## src/rtl/core/rc4_pkg.sv

```systemverilog
// Shared types and constants for the RC4 cipher engine.
// Used by every module in rtl/core but the checker; depends on nothing else.
package rc4_pkg;

	localparam int SBOX_SIZE     = 256;
	localparam int KEY_MAX_BYTES = 256;

	// Key count saturates at the key limit; nine bits hold the limit itself.
	localparam logic [8:0] KEY_LIMIT = 9'(KEY_MAX_BYTES);
	localparam logic [7:0] SBOX_LAST = 8'(SBOX_SIZE - 1);

	localparam logic CMD_KEY  = 1'b0;
	localparam logic CMD_DATA = 1'b1;

	typedef logic [7:0] byte_t;

	typedef enum logic [3:0] {
		ST_IDLE,
		ST_D_RD_I,
		ST_D_RD_J,
		ST_D_WR_I,
		ST_D_WR_J,
		ST_D_OUT,
		ST_K_STORE,
		ST_K_RD,
		ST_K_ACC,
		ST_K_WR1,
		ST_K_WR2
	} state_t;

	// Port of the permutation memory.
	typedef struct packed {
		logic  we;
		byte_t waddr;
		byte_t wdata;
		byte_t raddr;
		logic  clear;
	} sbox_req_t;

	// Port of the key byte memory.
	typedef struct packed {
		logic  we;
		byte_t waddr;
		byte_t wdata;
		byte_t raddr;
	} key_req_t;

	// Pending request handed from the top level to the sequencer.
	typedef struct packed {
		logic  pend;
		logic  command;
		byte_t value;
		logic  last;
	} req_t;

	// Status from the sequencer back to the top level.
	typedef struct packed {
		logic  busy;
		logic  take;
		logic  res_valid;
		byte_t ks;
	} ctrl_stat_t;

endpackage

```

## src/rtl/core/rc4_key_mem.sv

```systemverilog
// Key byte memory: 256 bytes, one write and one registered read per cycle.
// Depends on rc4_pkg.
module rc4_key_mem import rc4_pkg::*; (
	input  logic     clk,
	input  key_req_t req,
	output byte_t    rdata
);

	byte_t mem [SBOX_SIZE];
	byte_t rdata_q;

	always_ff @(posedge clk) begin
		if (req.we) begin
			mem[req.waddr] <= req.wdata;
		end
		rdata_q <= mem[req.raddr];
	end

	assign rdata = rdata_q;

endmodule

```

## config.mk

```make
export PLATFORM = sky130hd
export DESIGN_NAME = rc4_key_mem
export DESIGN_NICKNAME = d
export VERILOG_FILES = /design/src/rtl/core/rc4_pkg.sv /design/src/rtl/core/rc4_key_mem.sv
export SDC_FILE = /design/constraint.sdc
export NUM_CORES = 2
export LEC_CHECK = 0
export ABC_AREA = 1
export BUFFER_PORTS_ARGS = -buffer_cell sky130_fd_sc_hd__buf_2
export CORE_UTILIZATION = 50
export CTS_CLUSTER_DIAMETER = 150
export DETAILED_ROUTE_END_ITERATION = 6
export PLACE_DENSITY = 0.67
export SKIP_LAST_GASP = 1
export SYNTH_ARGS = -nofsm -noshare
export SYNTH_HDL_FRONTEND = slang
export SYNTH_SLANG_ARGS = --single-unit
export TNS_END_PERCENT = 1
```

## constraint.sdc

```tcl
create_clock -name clk -period 4.35 [get_ports clk]
set_input_delay 0.435 -clock clk [delete_from_list [all_inputs] [get_ports clk]]
set_output_delay 0.435 -clock clk [all_outputs]
set_load 0.02 [all_outputs]
```

==> results.cfg <==
[drt]
wire_per_inst_um = 24.4
drt-total-wl_mm = 225
drc_errors = 7
vias = 54700
drt_iter0_drc = 7386
ant_nets = 0
drt_first_pass_iters = 7
drt-vias-per-instance = 5.91

[critical_path]
path_cells = buf_2 > inv_1 > nor2_1 > nand2_1 > nor2_1
crit_end = mem[228][2]
critPathKind = in2reg
r2r-start = mem[103][0]
worst-endpoint-arrival_ps = 3240
crit_top_cell = nor2_1
max_stage_delay_ps = 930
r2r_end = rdata[0]
required_ps = 4810
critPathSlowestCell = nor2_1
start_kind = input port
rr_worst_depth = 10
cp-end-kind = flip-flop
crit_start = req[21]
ff2ff_setup_slack_ps = 2350
cp_max_fo = 16

[synth]
synth_area_mm2 = 0.0834
synth_common_cells = nand2_1 (2,123), edfxtp_1 (2,048), nand3_1 (2,019), nor2_1 (283), buf_2 (268)
post-synth-top-area-fraction_pct = 73.7
avgSynthCellArea_um2 = 11.9
ys_seq_area_share_pct = 73.9
synth_top_area_cell = edfxtp_1
synthArstFlopShare_pct = 0
synthFlopType = edfxtp_1
synth.most_common_cell = nand2_1
synth_seq_cells = 2056
synth_cell_types = 14
syn_inst = 7003
ys_warn_count = 0
syn_nets = 7029
synth_area_leaders = edfxtp_1 (74%), nand3_1 (12%), nand2_1 (9.6%)
synth_edf_count = 2048

[power_and_ir_drop]
p_per_area_mw_per_mm2 = 450
p_total_uw = 41300
seq_power_share_pct = 52.9
power.internal_uw = 32000
clock_power_share_pct = 41.1
pwr-share-comb_pct = 6.0
peakVddDrop_mv = 0.460
switching_share_pct = 22.6
leakage_uw = 0.0317
p_switching_uw = 9350

[floorplan]
die_area_mm2 = 0.168
die_w_um = 410
rows = 149
die_h_um = 410
ios = 34
initial_utilization_pct = 50.4
core_area_mm2 = 0.165

[grt]
grt_pass1_vias = 51800
grt_pass1_wl_mm = 336
grt_max_degree = 152
antenna_found_initial = 7
grt.total_usage_pct = 26.7
grt_overflow = 0

[sta]
finalSetupViolCount = 0
relSlewSlack_pct = 13.2
fin_crit_ps = 2790
tightest_slew_ps = 1300
finalCritPeriodShare_pct = 64.1
clock.fmax_ghz = 0.359
hold_violations = 0
slew_viol_final = 0
tns_ps = 0
skew_ps = 39.6
grt_setup_unrepaired = no

[finish]
drive_above_1_share_pct = 6.35
areaGrowthSynthToFinish_pct = 10.2
fin_nets = 6914
post-route-util_pct = 55.6

[clock_network]
numCtsBuffers = 200
cts_setup_buffers = 0
ctsResizeCount = 0
clk_pin_slew_ps = 60
hold_buffers = 0
clockBufferDepth = 3
clock-sinks = 2056
clk_latency_ps = 850
root_buffer = clkbuf_16
htreeDepth = 4
cts_tree = built

[place]
gp_congestion = 0.913
place_hpwl_mm = 130
io_buffer_count = 33

[run_status]
violations = DRC
outcome = complete, but fails checks

[run]
cap_violations = 0

[min_path]
hold_class = in2reg
cell families (layout without fill, tap and decap cells):
| group | count (synthesis) | count (layout) | synth area share, % |
|---|---|---|---|
| buffers and inverters | 522 | 573 | 3.12 |
| flip-flops | 2056 | 2056 | 73.9 |
| other | 0 | 3 | 0 |
| AND/OR/NAND/NOR | 4425 | 4425 | 22.9 |
sequential cells by signal, indices dropped and copies added, names as in the netlist:
register / count
mem: 2048
rdata: 8
power groups by stage:
stage               clock, uW  sequential (uW)  combinational, uW
CTS                     17100            21900               2470
floorplan                   0            22300               1350
global route            17800            21900               2680
detailed placement          0            22300               2460
finish                  17000            21900               2500
global placement            0            22300               2440
final cells by class:
class	count	area, um^2
antenna	3	7.51
tap	2189	2740
sequential	2056	61700
inverter	39	180
fill	13300	73500
timing repair buffer	166	1750
clock inverter	113	1050
clock buffer	255	5350
multi-input combinational	4425	19100
per-stage QoR:
stage | cells | instance area [um^2] | hold slack [ps] | worst slack [ps]
finish | 9246 | 91900 | 53.5 | 1560
global route | 9243 | 91900 | 35.5 | 1600
CTS | 9243 | 91900 | 8.24 | 1690
detailed placement | 8875 | 85500 | 907 | 804
global placement | 8875 | 85500 | 935 | 824
floorplan | 7003 | 83400 | 534 | 2420
layer usage:
| layer | vias to the layer above | wire (um) | part of all wire, % | global-route usage (%) |
|---|---|---|---|---|
| li1 | 24600 | - | - | - |
| met1 | 26600 | 89700 | 40 | 37.7 |
| met2 | 3010 | 103000 | 46 | 40.8 |
| met3 | 472 | 24200 | 11 | 5.73 |
| met4 | 4 | 8210 | 3.6 | 9.99 |
| met5 | - | 20 | 0.0089 | 0 |
placed cells by master, fill, tap and decap left out:
cell type      n
nand2_1     2123
edfxtp_1    2048
nand3_1     2019
nor2_1       283
clkbuf_16    205
buf_4         96
clkbuf_1      47
clkinv_1      44
clkinv_2      39
buf_12        38
inv_1         34
buf_2         21
bufinv_16     15
buf_8         11
dfxtp_1        8
clkinv_8       6
diode_2        3
clkinv_16      3
clkinvlp_4     3
clkbuf_8       3
inv_8          2
inv_6          2
inv_16         1
inv_4          1
inv_2          1
clkinv_4       1
worst min path at each step:
stage | startpoint | to | slack (ps) | depth (start not counted)
floorplan | req[8] | mem[0][0] | 530 | 0
global placement | req[7] | rdata[7] | 930 | 3
detailed placement | req[7] | rdata[6] | 910 | 3
CTS | req[7] | rdata[6] | 8 | 3
global route | req[7] | rdata[3] | 40 | 3
finish | req[7] | rdata[6] | 50 | 3
worst max-delay path, delay by kind of cell:
family / cells / cell delay [ps]
buf+inv: 2 / 170
simple gates: 3 / 2620
Note: power is estimated with default switching activity, not from simulation.
