<file path="src/rtl/core/rc4_pkg.sv">
// Shared types and constants for the RC4 cipher engine.
// Used by every module in rtl/core but the checker; depends on nothing else.
package rc4_pkg;

	localparam int SBOX_SIZE     = 256;
	localparam int KEY_MAX_BYTES = 256;

	// Key count saturates at the key limit; nine bits hold the limit itself.
	localparam logic [8:0] KEY_LIMIT = 9'(KEY_MAX_BYTES);
	localparam logic [7:0] SBOX_LAST = 8'(SBOX_SIZE - 1);

	localparam logic CMD_KEY  = 1'b0;
	localparam logic CMD_DATA = 1'b1;

	typedef logic [7:0] byte_t;

	typedef enum logic [3:0] {
		ST_IDLE,
		ST_D_RD_I,
		ST_D_RD_J,
		ST_D_WR_I,
		ST_D_WR_J,
		ST_D_OUT,
		ST_K_STORE,
		ST_K_RD,
		ST_K_ACC,
		ST_K_WR1,
		ST_K_WR2
	} state_t;

	// Port of the permutation memory.
	typedef struct packed {
		logic  we;
		byte_t waddr;
		byte_t wdata;
		byte_t raddr;
		logic  clear;
	} sbox_req_t;

	// Port of the key byte memory.
	typedef struct packed {
		logic  we;
		byte_t waddr;
		byte_t wdata;
		byte_t raddr;
	} key_req_t;

	// Pending request handed from the top level to the sequencer.
	typedef struct packed {
		logic  pend;
		logic  command;
		byte_t value;
		logic  last;
	} req_t;

	// Status from the sequencer back to the top level.
	typedef struct packed {
		logic  busy;
		logic  take;
		logic  res_valid;
		byte_t ks;
	} ctrl_stat_t;

endpackage

</file>
<file path="src/rtl/core/rc4_sbox.sv">
// Permutation memory: 256 bytes, one write and one registered read per cycle.
// Per-entry valid bits make an unwritten entry read as its own index.
// Depends on rc4_pkg.
module rc4_sbox import rc4_pkg::*; (
	input  logic      clk,
	input  logic      arst_n,
	input  sbox_req_t req,
	output byte_t     rdata
);

	byte_t                mem [SBOX_SIZE];
	logic [SBOX_SIZE-1:0] valid_q;
	byte_t                rdata_q;
	byte_t                raddr_q;
	logic                 rvalid_q;

	always_ff @(posedge clk) begin
		if (req.we) begin
			mem[req.waddr] <= req.wdata;
		end
		rdata_q  <= mem[req.raddr];
		rvalid_q <= valid_q[req.raddr];
		raddr_q  <= req.raddr;
	end

	// Clearing the valid bits restores the identity permutation.
	always_ff @(posedge clk or negedge arst_n) begin
		if (!arst_n) begin
			valid_q <= '0;
		end else if (req.clear) begin
			valid_q <= '0;
		end else if (req.we) begin
			valid_q[req.waddr] <= 1'b1;
		end
	end

	assign rdata = rvalid_q ? rdata_q : raddr_q;

endmodule

</file>
<file path="config.mk">
export PLATFORM = sky130hd
export DESIGN_NAME = rc4_sbox
export DESIGN_NICKNAME = d
export VERILOG_FILES = /design/src/rtl/core/rc4_pkg.sv /design/src/rtl/core/rc4_sbox.sv
export SDC_FILE = /design/constraint.sdc
export NUM_CORES = 2
export LEC_CHECK = 0
export ABC_CLOCK_PERIOD_IN_PS = 4100
export BUFFER_PORTS_ARGS = -buffer_cell sky130_fd_sc_hd__buf_2
export CAP_MARGIN = 20
export CELL_PAD_IN_SITES_DETAIL_PLACEMENT = 1
export CELL_PAD_IN_SITES_GLOBAL_PLACEMENT = 2
export CORE_AREA = 4 4 456 458
export CTS_BUF_LIST = sky130_fd_sc_hd__clkbuf_8 sky130_fd_sc_hd__clkbuf_16
export CTS_CLUSTER_DIAMETER = 150
export DETAILED_ROUTE_END_ITERATION = 10
export DIE_AREA = 0 0 460 462
export PLACE_DENSITY = 0.76
export SYNTH_ARGS = -nofsm -noshare
export SYNTH_HDL_FRONTEND = slang
export SYNTH_SLANG_ARGS = --single-unit
</file>
<file path="constraint.sdc">
create_clock -name clk -period 4.1 [get_ports clk]
set_input_delay 0.205 -clock clk [delete_from_list [all_inputs] [get_ports clk]]
set_output_delay 0.205 -clock clk [all_outputs]
set_load 0.01 [all_outputs]
</file>
==> reports/qor.csv <==
stage,metric,value,unit
die,ios,36,
grt,grtUsageMet3,0.05391,
placed_design,pre_cts_slack,0.1507,ns
outcome,status,finished with violations,
sta,drv_slew,0,
worst_setup_path,critPathKind,in -> reg,
min_path,hp-class,in -> reg,
sta,slew_headroom,0.1927,
clock_network,root_buffer,clkbuf_16,
placed_design,gp_congestion,0.8644,
worst_setup_path,cp-start-kind,input port,
clock_network,insertion_delay,0.89,ns
routing,drtPass1Iterations,6,
clock_network,cts_buffers,230,
grt,met2_usage,0.4239,
synth,synth_area,0.09131,mm²
die,die_x,460,µm
sta,rsz0062_at_grt,false,
clock_network,post_cts_resized,0,
routing,antenna_left,0,
layout,drive_gt1_frac,0.2384,
sta,fin_crit_sh,0.8902,
placed_design,port-buffer-count,35,
power_and_ir_drop,power_frac_clock,0.422,
power_and_ir_drop,intPower,38.31,mW
layout,syn2layout_area_growth,14.38,%
sta,hold_violations,8,
sta,fin_crit,3.650,ns
sta,timing.fmax,274.0,MHz
sta,holdWs,-0.02397,ns
die,die_area,0.2125,mm²
routing,drt_iter0_markers,6207,
clock_network,htree_levels,4,
synth,synth_cells,4923,
routing,avgViaCountPerCell,6.142,
synth,synth_top_flop_cell,edfxtp_1,
worst_setup_path,crit_path_top_delay_cell,dlygate4sd3_1,
grt,grt_pass1_vias,52210,
grt,track_usage,0.2619,
power_and_ir_drop,p_per_area,473.6,mW/mm²
worst_setup_path,crit_chain,dlygate4sd3_1 -> buf_8 -> buf_12 -> buf_12 -> buf_4 -> mux4_2 -> mux4_2 -> a22o_1 -> a31oi_1 -> o21ai_0 -> and3_1,
worst_setup_path,crit_path_end_kind,flop,
routing,vias,50430,
die,core_area,0.2040,mm²
clock_network,clk_pin_slew,0.06,ns
sta,tightest_slew,1.211,ns
worst_setup_path,crit_required,4.85,ns
sta,finalClockSkew,0.06388,ns
sta,finalSetupViolCount,0,
die,start_util,0.4477,
placed_design,placed_cells,7751,
grt,grt_pass1_wl,396.0,mm
die,row_count,166,
worst_setup_path,cp_max_fo,27,
synth,synth-edff-count,2048,
sta,fin_ws,0.4503,ns
placed_design,hpwl,176.9,mm
placed_design,post_dp_cell_area,0.09676,mm²
power_and_ir_drop,peakVddDrop,503.7,µV
layout,final_cells,8210,
die,fp.dieH,462,µm
power_and_ir_drop,leakage,35.57,nW
clock_network,cts_tree,done,
layout,final_nets,5335,
synth,ys_ff_latch,2321,
power_and_ir_drop,p_sw_frac,0.2254,
layout,fin_util,0.5120,
synth,ys_warn_count,0,
grt,antenna_found_initial,13,
layout,fillerInstances,18720,
power_and_ir_drop,comb_power_share,0.056,
worst_setup_path,cp_slowest_stage_delay,0.56,ns
worst_setup_path,arrival,4.40,ns
routing,wl_per_cell,33.81,µm
synth,ys_seq_area_frac,0.7474,
routing,wl,277.6,mm
power_and_ir_drop,p_sw,11.15,mW
routing,drcViolationCount,0,
grt,met1_usage,0.3575,
grt,grt_max_degree,131,
synth,synthArstFlopShare,0.1103,
grt,grt_busiest_layer,met2,
flow_run,maxCapViolCount,0,
clock_network,cts.sinks,2321,
power_and_ir_drop,p_total,49.46,mW
clock_network,post_cts.repair.setup_buffers,0,
sta,fin_tns_setup,0,ns
layout,stdcell_area,0.1044,mm²
synth,syn_avg_cell_area,18.55,µm²
synth,synth_cell_type_count,69,
grt,overflow,0,
clock_network,cts_buffer_depth,3,
power_and_ir_drop,seqPwrFrac,0.522,
outcome,violations,negative hold slack,
synth,synth_nets,4951,
-- final timing paths --
path                                                from                        to  slack [ns]  cells after the start
worst max-delay path                              req[1]        rdata_q[0]$_DFF_P_        0.45                     11
worst min-delay path                              req[9]      mem[67][0]$_DFFE_PP_       -0.02                      1
worst max register to register     mem[194][1]$_DFFE_PP_        rdata_q[1]$_DFF_P_        0.96                      8
worst min register to register  valid_q[185]$_DFFE_PN0P_  valid_q[185]$_DFFE_PN0P_        0.49                      2
max in group asynchronous                         arst_n  valid_q[171]$_DFFE_PN0P_        2.66                      4
min in group asynchronous                         arst_n  valid_q[109]$_DFFE_PN0P_        0.45                      3
-- worst max-delay path: cells and delay by family --
family	cells	cell delay, ns
multiplexers	2	1.05
AND/OR/NAND/NOR	1	0.33
AO/OA/AOI/OAI	3	1.08
buffers and inverters	5	1.63
-- flip-flops by register name, summed over array words and instances (netlist names) --
register  cells
mem        2048
valid_q     256
raddr_q       8
rdata_q       8
rvalid_q      1
-- cell usage after synthesis, types with 8 or more instances --
cell type | instances | area [µm²]
edfxtp_1 | 2048 | 61500
nor2_1 | 755 | 2834
mux4_2 | 469 | 10560
mux2i_1 | 276 | 2763
dfrtp_1 | 256 | 6406
nand2_1 | 174 | 653.1
clkbuf_1 | 142 | 533.0
o221ai_1 | 80 | 700.7
o22ai_1 | 70 | 437.9
nand3_1 | 68 | 340.3
a21oi_1 | 64 | 320.3
buf_2 | 58 | 290.3
buf_6 | 54 | 608.1
o21ai_0 | 42 | 210.2
o21ba_2 | 30 | 300.3
mux2_2 | 28 | 315.3
nor3_1 | 23 | 115.1
buf_4 | 21 | 157.7
a31oi_1 | 20 | 125.1
nand4_1 | 20 | 125.1
a221oi_1 | 17 | 148.9
dfxtp_1 | 17 | 340.3
nor2b_1 | 17 | 106.4
and3_1 | 15 | 93.84
a22oi_1 | 12 | 90.09
buf_1 | 11 | 41.29
a211oi_1 | 8 | 60.06
a311oi_1 | 8 | 70.07
nand2b_1 | 8 | 50.05
-- cells by family after synthesis --
kind of cell,share of synthesized area
buf+inv,0.01987
simple gates,0.05015
compound gates,0.03259
flops,0.7474
mux,0.1500
-- power groups by stage --
| stage | Clock (mW) | Combinational [mW] | Sequential (mW) |
|---|---|---|---|
| floorplan | 0 | 1.35 | 26.3 |
| global placement | 0 | 2.69 | 26.3 |
| detailed placement | 0 | 2.74 | 26.3 |
| CTS | 21.1 | 2.77 | 25.8 |
| global route | 22.2 | 2.88 | 25.8 |
| finish | 20.9 | 2.77 | 25.8 |
-- layout make-up --
cell class	count	area, µm²	area share
Timing Repair Buffer	448	3978	0.03809
Clock buffer	254	6086	0.05827
Tap cell	2688	3363	0.03220
Multi-Input combinational cell	2301	21290	0.2038
Antenna cell	6	15.01	0.0001438
Inverter	5	23.77	0.0002276
Clock inverter	187	1438	0.01377
Sequential cell	2321	68250	0.6535
-- placed cells by master, fill, tap and decap left out, types with 11 or more instances in the layout --
master         count
and3_1            15
nor2_1           750
bufinv_16         15
nor3_1            23
buf_12            41
dlygate4sd3_1     11
edfxtp_1        2048
a21oi_1           64
a221oi_1          17
clkinv_1          22
nand2_1          173
clkinv_2          37
mux4_2           469
o22ai_1           70
o21ai_0           42
mux2i_1          276
o221ai_1          80
nand4_1           20
buf_2             21
o21ba_2           30
mux2_2            28
inv_1             90
buf_4            357
nand3_1           68
clkbuf_8          32
dfxtp_1           17
clkbuf_16        230
dfrtp_1          256
nor2b_1           16
a31oi_1           20
a22oi_1           12
-- repair_timing --
action	4_1_cts	5_1_grt
endpoints found under the setup margin	0	0
hold buffers	12	0
hold endpoints to repair	367	0
-- routing by layer --
metal / part of all wire / up-vias
li1: - / 20390
met1: 0.40 / 27250
met2: 0.48 / 2333
met3: 0.084 / 450
met4: 0.036 / 6
met5: 0.00013 / -
No activity file was read; power rests on OpenSTA's default activity.
