### src/rtl/core/rc4_pkg.sv
// Shared types and constants for the RC4 cipher engine.
// Used by every module in rtl/core but the checker; depends on nothing else.
package rc4_pkg;

	localparam int SBOX_SIZE     = 256;
	localparam int KEY_MAX_BYTES = 256;

	// Key count saturates at the key limit; nine bits hold the limit itself.
	localparam logic [8:0] KEY_LIMIT = 9'(KEY_MAX_BYTES);
	localparam logic [7:0] SBOX_LAST = 8'(SBOX_SIZE - 1);

	localparam logic CMD_KEY  = 1'b0;
	localparam logic CMD_DATA = 1'b1;

	typedef logic [7:0] byte_t;

	typedef enum logic [3:0] {
		ST_IDLE,
		ST_D_RD_I,
		ST_D_RD_J,
		ST_D_WR_I,
		ST_D_WR_J,
		ST_D_OUT,
		ST_K_STORE,
		ST_K_RD,
		ST_K_ACC,
		ST_K_WR1,
		ST_K_WR2
	} state_t;

	// Port of the permutation memory.
	typedef struct packed {
		logic  we;
		byte_t waddr;
		byte_t wdata;
		byte_t raddr;
		logic  clear;
	} sbox_req_t;

	// Port of the key byte memory.
	typedef struct packed {
		logic  we;
		byte_t waddr;
		byte_t wdata;
		byte_t raddr;
	} key_req_t;

	// Pending request handed from the top level to the sequencer.
	typedef struct packed {
		logic  pend;
		logic  command;
		byte_t value;
		logic  last;
	} req_t;

	// Status from the sequencer back to the top level.
	typedef struct packed {
		logic  busy;
		logic  take;
		logic  res_valid;
		byte_t ks;
	} ctrl_stat_t;

endpackage

### src/rtl/core/rc4_add.sv
// Shared three-operand 8-bit adder for the keystream's i, j and t and the schedule's j sum.
// Depends on rc4_pkg.
module rc4_add import rc4_pkg::*; (
	input  byte_t a,
	input  byte_t b,
	input  byte_t c,
	output byte_t sum
);

	// All sums are modulo 256.
	assign sum = a + b + c;

endmodule

### src/rtl/core/rc4_ctrl.sv
// Sequencer of the RC4 engine: key storing, key schedule and keystream steps,
// which between them drive one shared adder and the two memories.
// Depends on rc4_pkg and rc4_add.
module rc4_ctrl import rc4_pkg::*; (
	input  logic       clk,
	input  logic       arst_n,
	input  req_t       req,
	input  logic       res_ready,
	input  byte_t      sb_rdata,
	input  byte_t      key_rdata,
	output sbox_req_t  sb_req,
	output key_req_t   key_req,
	output ctrl_stat_t stat
);

	state_t     state_q, state_d;
	byte_t      i_q, j_q;
	logic [8:0] key_count_q;
	logic [8:0] len_q;
	byte_t      acc_q, n_q, kidx_q;
	byte_t      si_q, t_q;
	logic       byp_q;

	byte_t      add_a, add_b, add_c, add_sum;
	logic       key_room;
	logic [8:0] len_new;
	logic       kidx_wrap;

	rc4_add u_add (
		.a   (add_a),
		.b   (add_b),
		.c   (add_c),
		.sum (add_sum)
	);

	assign key_room  = key_count_q < KEY_LIMIT;
	assign len_new   = key_room ? key_count_q + 9'd1 : key_count_q;
	assign kidx_wrap = ({1'b0, kidx_q} + 9'd1) == len_q;

	always_ff @(posedge clk or negedge arst_n) begin
		if (!arst_n) begin
			state_q <= ST_IDLE;
		end else begin
			state_q <= state_d;
		end
	end

	always_comb begin
		state_d        = state_q;
		sb_req         = '0;
		key_req        = '0;
		add_a          = '0;
		add_b          = '0;
		add_c          = '0;
		stat.busy      = state_q != ST_IDLE;
		stat.take      = 1'b0;
		stat.res_valid = 1'b0;
		// A keystream index equal to j was read while j was being written.
		stat.ks        = byp_q ? si_q : sb_rdata;
		unique case (state_q)
			ST_IDLE: begin
				if (req.pend) begin
					stat.take = 1'b1;
					state_d   = (req.command == CMD_DATA) ? ST_D_RD_I : ST_K_STORE;
				end
			end
			ST_D_RD_I: begin
				add_a         = i_q;
				add_b         = 8'd1;
				sb_req.raddr  = add_sum;
				state_d       = ST_D_RD_J;
			end
			ST_D_RD_J: begin
				add_a         = j_q;
				add_b         = sb_rdata;
				sb_req.raddr  = add_sum;
				state_d       = ST_D_WR_I;
			end
			ST_D_WR_I: begin
				sb_req.we     = 1'b1;
				sb_req.waddr  = i_q;
				sb_req.wdata  = sb_rdata;
				add_a         = si_q;
				add_b         = sb_rdata;
				state_d       = ST_D_WR_J;
			end
			ST_D_WR_J: begin
				sb_req.we     = 1'b1;
				sb_req.waddr  = j_q;
				sb_req.wdata  = si_q;
				sb_req.raddr  = t_q;
				state_d       = ST_D_OUT;
			end
			ST_D_OUT: begin
				sb_req.raddr  = t_q;
				if (res_ready) begin
					stat.res_valid = 1'b1;
					state_d        = ST_IDLE;
				end
			end
			ST_K_STORE: begin
				key_req.we    = key_room;
				key_req.waddr = key_count_q[7:0];
				key_req.wdata = req.value;
				if (req.last) begin
					sb_req.clear = 1'b1;
					state_d      = ST_K_RD;
				end else begin
					state_d      = ST_IDLE;
				end
			end
			ST_K_RD: begin
				sb_req.raddr  = n_q;
				key_req.raddr = kidx_q;
				state_d       = ST_K_ACC;
			end
			ST_K_ACC: begin
				add_a         = acc_q;
				add_b         = sb_rdata;
				add_c         = key_rdata;
				sb_req.raddr  = add_sum;
				state_d       = ST_K_WR1;
			end
			ST_K_WR1: begin
				sb_req.we     = 1'b1;
				sb_req.waddr  = n_q;
				sb_req.wdata  = sb_rdata;
				state_d       = ST_K_WR2;
			end
			ST_K_WR2: begin
				sb_req.we     = 1'b1;
				sb_req.waddr  = acc_q;
				sb_req.wdata  = si_q;
				state_d       = (n_q == SBOX_LAST) ? ST_IDLE : ST_K_RD;
			end
			default: begin
				state_d = ST_IDLE;
			end
		endcase
	end

	// Architectural indices and key count.
	always_ff @(posedge clk or negedge arst_n) begin
		if (!arst_n) begin
			i_q         <= '0;
			j_q         <= '0;
			key_count_q <= '0;
		end else begin
			case (state_q)
				ST_D_RD_I:  i_q <= add_sum;
				ST_D_RD_J:  j_q <= add_sum;
				ST_K_STORE: key_count_q <= req.last ? 9'd0 : len_new;
				ST_K_WR2: begin
					if (n_q == SBOX_LAST) begin
						i_q <= '0;
						j_q <= '0;
					end
				end
				default: ;
			endcase
		end
	end

	// Working registers of the current step.
	always_ff @(posedge clk) begin
		case (state_q)
			ST_D_RD_J: si_q  <= sb_rdata;
			ST_D_WR_I: t_q   <= add_sum;
			ST_D_WR_J: byp_q <= t_q == j_q;
			ST_K_STORE: begin
				len_q  <= len_new;
				n_q    <= '0;
				kidx_q <= '0;
				acc_q  <= '0;
			end
			ST_K_ACC: begin
				acc_q <= add_sum;
				si_q  <= sb_rdata;
			end
			ST_K_WR2: begin
				n_q    <= n_q + 8'd1;
				kidx_q <= kidx_wrap ? 8'd0 : kidx_q + 8'd1;
			end
			default: ;
		endcase
	end

endmodule

### config.mk
export PLATFORM = sky130hd
export DESIGN_NAME = rc4_ctrl
export DESIGN_NICKNAME = d
export VERILOG_FILES = /design/src/rtl/core/rc4_pkg.sv /design/src/rtl/core/rc4_add.sv /design/src/rtl/core/rc4_ctrl.sv
export SDC_FILE = /design/constraint.sdc
export NUM_CORES = 1
export LEC_CHECK = 0
export CORE_ASPECT_RATIO = 1.5
export CORE_MARGIN = 2
export CORE_UTILIZATION = 45
export CTS_CLUSTER_DIAMETER = 60
export DETAILED_ROUTE_END_ITERATION = 6
export DONT_BUFFER_PORTS = 1
export REMOVE_ABC_BUFFERS = 1
export SKIP_CTS_REPAIR_TIMING = 1
export SYNTH_ARGS = -nofsm -noshare
export SYNTH_HDL_FRONTEND = slang
export SYNTH_SLANG_ARGS = --single-unit
### constraint.sdc
create_clock -name clk -period 5.72 [get_ports clk]
set_input_delay 1.144 -clock clk [delete_from_list [all_inputs] [get_ports clk]]
set_output_delay 1.144 -clock clk [all_outputs]
set_load 0.01 [all_outputs]
==> reports/qor.yml, run 1 <==
timing:
  tightestPinTransition_ns: 1.06
  setup_viol: 0
  max_freq_ghz: 0.184
  rsz0062_at_grt: "no"
  tns_ns: 0
  layout_min_cycle_time_ns: 5.43
  slew_viol_final: 0
  fin_worst_skew_ns: 0.00666
  timing.final.crit_share: 0.949
  max-slew-margin-rel: 0.288
  hold_viol_final: 0
global_routing:
  grt_most_used_layer: "met2"
  grt_max_degree: 30
  grt_pass1_wl_mm: 21.7
  grtUsageTotal: 0.232
  overflow: 0
  grt_pass1_vias: 3920
  grt_use_met3: 0.0368
  met1_usage: 0.270
  antenna_found_initial: 0
  use_met2: 0.431
floorplan:
  dieHeight_um: 134
  fp.dieW_um: 90.4
  rows: 47
  start_util: 0.458
  core_mm2: 0.0110
  die_area_mm2: 0.0121
  pin_count: 92
finish:
  syn_to_final_growth_pct: 10.3
  layout-drive-gt1-share: 0.115
  layout_commonest_cell: "nand2_1"
  antenna_cells: 0
  nets: 546
  layout_common_cells: "57 x nand2_1, 50 x edfxtp_1, 41 x nor2_1"
  final_cell_area_mm2: 0.00556
synth:
  async_flop_share: 0.367
  synthFlopType: "edfxtp_1"
  ys_seq_area_frac: 0.442
  synth_top_area_cell: "edfxtp_1"
  syn_inst: 499
  yosysTopAreaCellShare: 0.298
  synth_area_mm2: 0.00504
  avgSynthCellArea_um2: 10.1
  synth_edf_count: 50
  ys_types: 58
  ys_warn_count: 0
  synthTopCellsByArea: "edfxtp_1 30%, dfrtp_1 14%, a22o_1 5.7%"
  synth-seq-cells: 79
placement:
  placed_cell_area_mm2: 0.00522
  place_congestion: 0.946
  post-dp-hpwl_mm: 10.3
  port_buffers: 0
status:
  outcome: "finished, final reports clean"
clocking:
  clock_sink_count: 79
  clockBufferDepth: 2
  cts_buffers: 9
  cts_tree: "done"
  clk_pin_slew_ns: 0.06
  htreeDepth: 3
  clkLatencyLatePin_ns: 0.35
  cts-root-buf: "clkbuf_16"
detailed_routing:
  wl_per_cell_um: 21.4
  drt.antenna.violating_nets: 0
  vias: 3970
  drt_drc_violations_left: 0
  via_per_inst: 6.10
  routed_wl_mm: 13.9
  drt_pass1_iterations: 5
  first_iter_violations: 306
setup_path:
  critPathKind: "register to output pin"
  cp.arrival_ns: 4.28
  cp_max_fo: 19
  required_ns: 4.58
  setup.worst_path.start_class: "register"
  end_kind: "output pin"
job:
  drv_cap: 0
power_and_ir_drop:
  max-vdd-ir-drop_v: 0.000228
  power.density_mw_per_mm2: 519
  p_leak_nw: 2.30
min_path:
  hold_path_class: "input port to asynchronous set/reset pin"
==> final cells by class <==
class                           count  area, um2
Clock inverter                      4       48.8
Inverter                           19       71.3
Tap cell                          147        184
Sequential cell                    79       2230
Fill cell                        1037       5440
Multi-Input combinational cell    375       2640
Timing Repair Buffer               15        113
Clock buffer                       12        278
==> report_power, final <==
part / switching [mW] / leakage (nW) / internal (mW) / total (mW)
combinational: 0.786 / 1.31 / 0.473 / 1.26
clock: 0.240 / 0.160 / 0.388 / 0.627
sequential: 0.201 / 0.835 / 0.797 / 0.998
==> registers in the layout, indices dropped and copies added, names as in the netlist <==
name	count
j_q	8
kidx_q	8
t_q	8
byp_q	1
key_count_q	9
state_q	4
si_q	8
len_q	9
n_q	8
acc_q	8
i_q	8
==> through the flow <==
stage / instances / total power [mW] / util / hold WS (ns) / setup WS (ns)
3_5_place_dp: 633 / 2.25 / 0.474 / 0.511 / 0.597
3_3_place_gp: 633 / 2.22 / 0.474 / 0.509 / 0.699
4_1_cts: 649 / 2.88 / 0.504 / 0.483 / 0.228
6_report: 651 / 2.88 / 0.506 / 0.489 / 0.292
5_1_grt: 651 / 3.05 / 0.506 / 0.485 / 0.0562
2_1_floorplan: 473 / 1.83 / - / 0.486 / 0.263
==> synth_stat cells, types with 2 or more instances <==
cell      count
a221oi_1      5
mux2i_1       2
fa_1          8
a22o_1       33
xor2_1       16
buf_2         6
nor2b_1       6
a222oi_1     11
or2_1         2
inv_1        18
nor3_1        4
nand2b_1      5
buf_4         2
o21ai_1       4
a21oi_1      12
dfrtp_1      29
o21bai_1      3
nor3_2        3
clkbuf_1     17
o21ai_0      19
mux2_2       10
a311oi_1      3
ha_1          9
a21o_1        3
nand2_1      57
a22oi_1      18
nand4_1       3
and2_1       16
edfxtp_1     50
and3_1       25
a211oi_1      2
nor2_1       41
xnor2_1      24
nand3_1       9
==> per-layer routing <==
| metal | vias to the layer above | wire length, um |
|---|---|---|
| met4 | 0 | 271 |
| met2 | 147 | 7540 |
| met3 | 19 | 735 |
| met5 | - | 0 |
| li1 | 1831 | - |
| met1 | 1973 | 5380 |
==> critical path, cell delays in order (launching register included) <==
cell	delay, ns
dfrtp_1	0.70
and2b_1	0.29
o21ba_2	0.29
and2_1	0.19
fa_1	0.46
ha_1	0.24
fa_1	0.44
a211oi_1	0.27
o21bai_1	0.12
a21oi_1	0.24
xnor2_2	0.17
xor2_2	0.23
o21ai_1	0.12
buf_4	0.17
==> logic make-up after synthesis <==
group                      after synthesis  share of synthesized area
and+or+nand+nor                        182                      0.184
adders and majority gates               17                     0.0541
AOI/OAI and AO/OA                      122                      0.181
muxes                                   12                     0.0263
buffers and inverters                   45                     0.0365
DFF                                     79                      0.442
xor gates and xnor gates                42                     0.0759
==> path summary, 6_finish.rpt <==
path	cells after the start	slack (ns)	from	to
min in group clk	1	0.53	i_q[6]	i_q[6]
setup reg to reg	13	1.65	state_q[3]	j_q[7]
max in group asynchronous	0	5.14	arst_n	j_q[3]
hold reg to reg	1	0.53	i_q[6]	i_q[6]
setup / recovery	13	0.29	state_q[3]	sb_req[8]
hold / removal	0	0.49	arst_n	state_q[0]
Note: power is estimated with default switching activity, not from simulation.
==> run 2: changes to the inputs <==
GPL_TIMING_DRIVEN = 0   (was not set)
==> run 2 against run 1 <==
Against the previous run: the run now ends with DRC left; sequential power is 4% higher; critical path depth stayed put; clock skew is 0.00091 ns higher; largest cell class unchanged; non-clock buffer count is 2 lower; hold slack better by 0.011 ns; combinational power hardly changed.
==> reports/qor.yml, run 2 (synthesis gave the netlist of run 1 again) <==
finish:
  syn_to_final_growth_pct: 11.2  # was 10.3%
  layout-drive-gt1-share: 0.115  # about the same
  nets: 545  # was 546
  layout_common_cells: "57 x nand2_1, 50 x edfxtp_1, 41 x nor2_1"  # unchanged
  antenna_cells: 0  # unchanged
  layout_commonest_cell: "nand2_1"  # unchanged
  largestRegisters: "key_count_q: 9 flops, len_q: 9 flops"  # unchanged
setup_path:
  max_stage_delay_ns: 0.55  # was 0.70 ns
  critPathKind: "register to output pin"  # unchanged
  rr_worst_depth: 14  # was 13
  crit_start: "state_q[0]"  # was state_q[3]
  crit_chain: "nand2b_1 > nor3_4 > a22o_1 > a221oi_1 > fa_1 > inv_1 > fa_1 > a211oi_1 > o21bai_1 > a21oi_1 > xnor2_2 > xor2_2 > o21ai_1"  # was and2b_1 > o21ba_2 > and2_1 > fa_1 > ha_1 > fa_1 > a211oi_1 > o21bai_1 > a21oi_1 > xnor2_2 > xor2_2 > o21ai_1 > buf_4
  worst-path-buf-inv: 1  # unchanged
  cp.arrival_ns: 4.35  # was 4.28 ns
  crit_slowest_cell: "fa_1"  # was dfrtp_1
  crit_top_cell: "fa_1"  # unchanged
  cp_max_fo: 15  # was 19
  r2r-start: "state_q[0]"  # was state_q[3]
  worstReg2RegEnd: "j_q[7]"  # unchanged
  end_kind: "output pin"  # unchanged
  required_ns: 4.58  # about the same
  reg2reg_slack_ns: 1.53  # was 1.65 ns
  critPathTopFamily: "compound AO/OA/AOI/OAI gates"  # was adder cells
  setup.worst_path.start_class: "register"  # unchanged
timing:
  max-slew-margin-rel: 0.322  # was 0.288
  slew_viol_final: 0  # unchanged
  setup_slack_ns: 0.228  # was 0.292 ns
  layout_min_cycle_time_ns: 5.49  # was 5.43 ns
  timing.final.crit_share: 0.960  # was 0.949
  fin_worst_skew_ns: 0.00758  # was 0.00666 ns
  setup_viol: 0  # unchanged
  hold_viol_final: 0  # unchanged
  tightestPinTransition_ns: 1.01  # was 1.06 ns
  max_freq_ghz: 0.182  # was 0.184 GHz
  tns_ns: 0  # unchanged
global_routing:
  overflow: 0  # unchanged
  grtUsageTotal: 0.228  # was 0.232
  grt_max_degree: 30  # unchanged
  antenna_found_initial: 0  # unchanged
  grt_pass1_wl_mm: 21.4  # was 21.7 mm
  grt_pass1_vias: 3909  # was 3920
power_and_ir_drop:
  power.density_mw_per_mm2: 515  # was 519 mW/mm2
  p_leak_nw: 2.29  # was 2.30 nW
  power.total_mw: 2.89  # was 2.88 mW
  max-vdd-ir-drop_v: 0.000218  # was 0.000228 V
detailed_routing:
  wl_per_cell_um: 20.9  # was 21.4 um
  via_per_inst: 6.10  # about the same
  vias: 3962  # was 3970
  drt_pass1_iterations: 7  # was 5
  routed_wl_mm: 13.6  # was 13.9 mm
  first_iter_violations: 368  # was 306
  drt_drc_violations_left: 2  # was 0
  drt.antenna.violating_nets: 0  # unchanged
floorplan:
  fp.dieW_um: 90.4  # unchanged
  dieHeight_um: 134  # unchanged
  pin_count: 92  # unchanged
  rows: 47  # unchanged
  start_util: 0.458  # unchanged
  die_area_mm2: 0.0121  # unchanged
  core_mm2: 0.0110  # unchanged
placement:
  port_buffers: 0  # unchanged
  place_congestion: 0.848  # was 0.946
  pre_cts_slack_ns: -0.287  # was 0.597 ns
  post-dp-hpwl_mm: 9.80  # was 10.3 mm
clocking:
  clkLatencyLatePin_ns: 0.34  # was 0.35 ns
  clk_pin_slew_ns: 0.06  # about the same
  htreeDepth: 3  # unchanged
  clock_sink_count: 79  # unchanged
  cts-root-buf: "clkbuf_16"  # unchanged
  clockBufferDepth: 2  # unchanged
  cts_tree: "done"  # unchanged
  cts_buffers: 9  # unchanged
status:
  outcome: "finished with violations"  # was finished, final reports clean
  violations: "DRC"
job:
  drv_cap: 0  # unchanged
min_path:
  hold_path_class: "input port to asynchronous set/reset pin"  # unchanged
-- run 2: cell types whose count changed in the layout (fill, tap and decap cells not counted), moves of 2 or more --
cell	change
nor3_2	-4
buf_6	+2
clkbuf_1	+2
dfrtp_4	+2
dfrtp_1	-3
nor3_4	+4
buf_4	-5
-- run 2: worst max path at each step --
stage / to / slack, ns / cells past startpoint
final: sb_req[8] / 0.23 / 13
after global routing: sb_req[8] / -0.009 / 13
after CTS: sb_req[8] / -0.65 / 11
after detailed placement: sb_req[8] / -0.29 / 11
after global placement: sb_req[8] / -0.82 / 11
after floorplan: sb_req[8] / 0.26 / 12
-- run 2: where the power goes --
part	total, mW	switching (mW)	internal, mW
combinational	1.23	0.756	0.470
sequential	1.04	0.234	0.802
clock	0.623	0.217	0.406
-- run 2: cell type report --
class	instances	area (um2)
clock inverters	3	65.1
multi-input cells	376	2680
clock buffers	13	260
inverters	19	71.3
flip-flops and latches	79	2240
fillers	1023	5390
repair buffers	13	113
well taps	147	184
-- run 2: stage by stage --
step	hold slack (ns)	instances	cell area, um2	util
final	0.499	650	5610	0.510
after global placement	0.505	620	5110	0.465
after floorplan	0.486	473	4930	-
after detailed placement	0.514	623	5160	0.470
after global routing	0.487	650	5610	0.510
after CTS	0.487	639	5490	0.499
-- run 2: worst register-to-register path, stage by stage, from the launching register on --
cell,delay (ns)
dfrtp_2,0.54
nand2b_1,0.28
nor3_4,0.49
a22o_1,0.21
a221oi_1,0.07
fa_1,0.55
inv_1,0.07
fa_1,0.49
a211oi_1,0.30
o21bai_1,0.12
a21oi_1,0.25
xnor2_2,0.17
xor2_2,0.24
inv_2,0.07
a22o_1,0.23
-- run 2: routing by layer --
layer	vias to the layer above	share of wire	global-route usage	routed length [um]
met3	27	0.049	0.0396	673
li1	1839	-	-	-
met5	-	0	0	0
met4	0	0.028	0.0991	378
met2	153	0.54	0.409	7350
met1	1943	0.38	0.265	5190
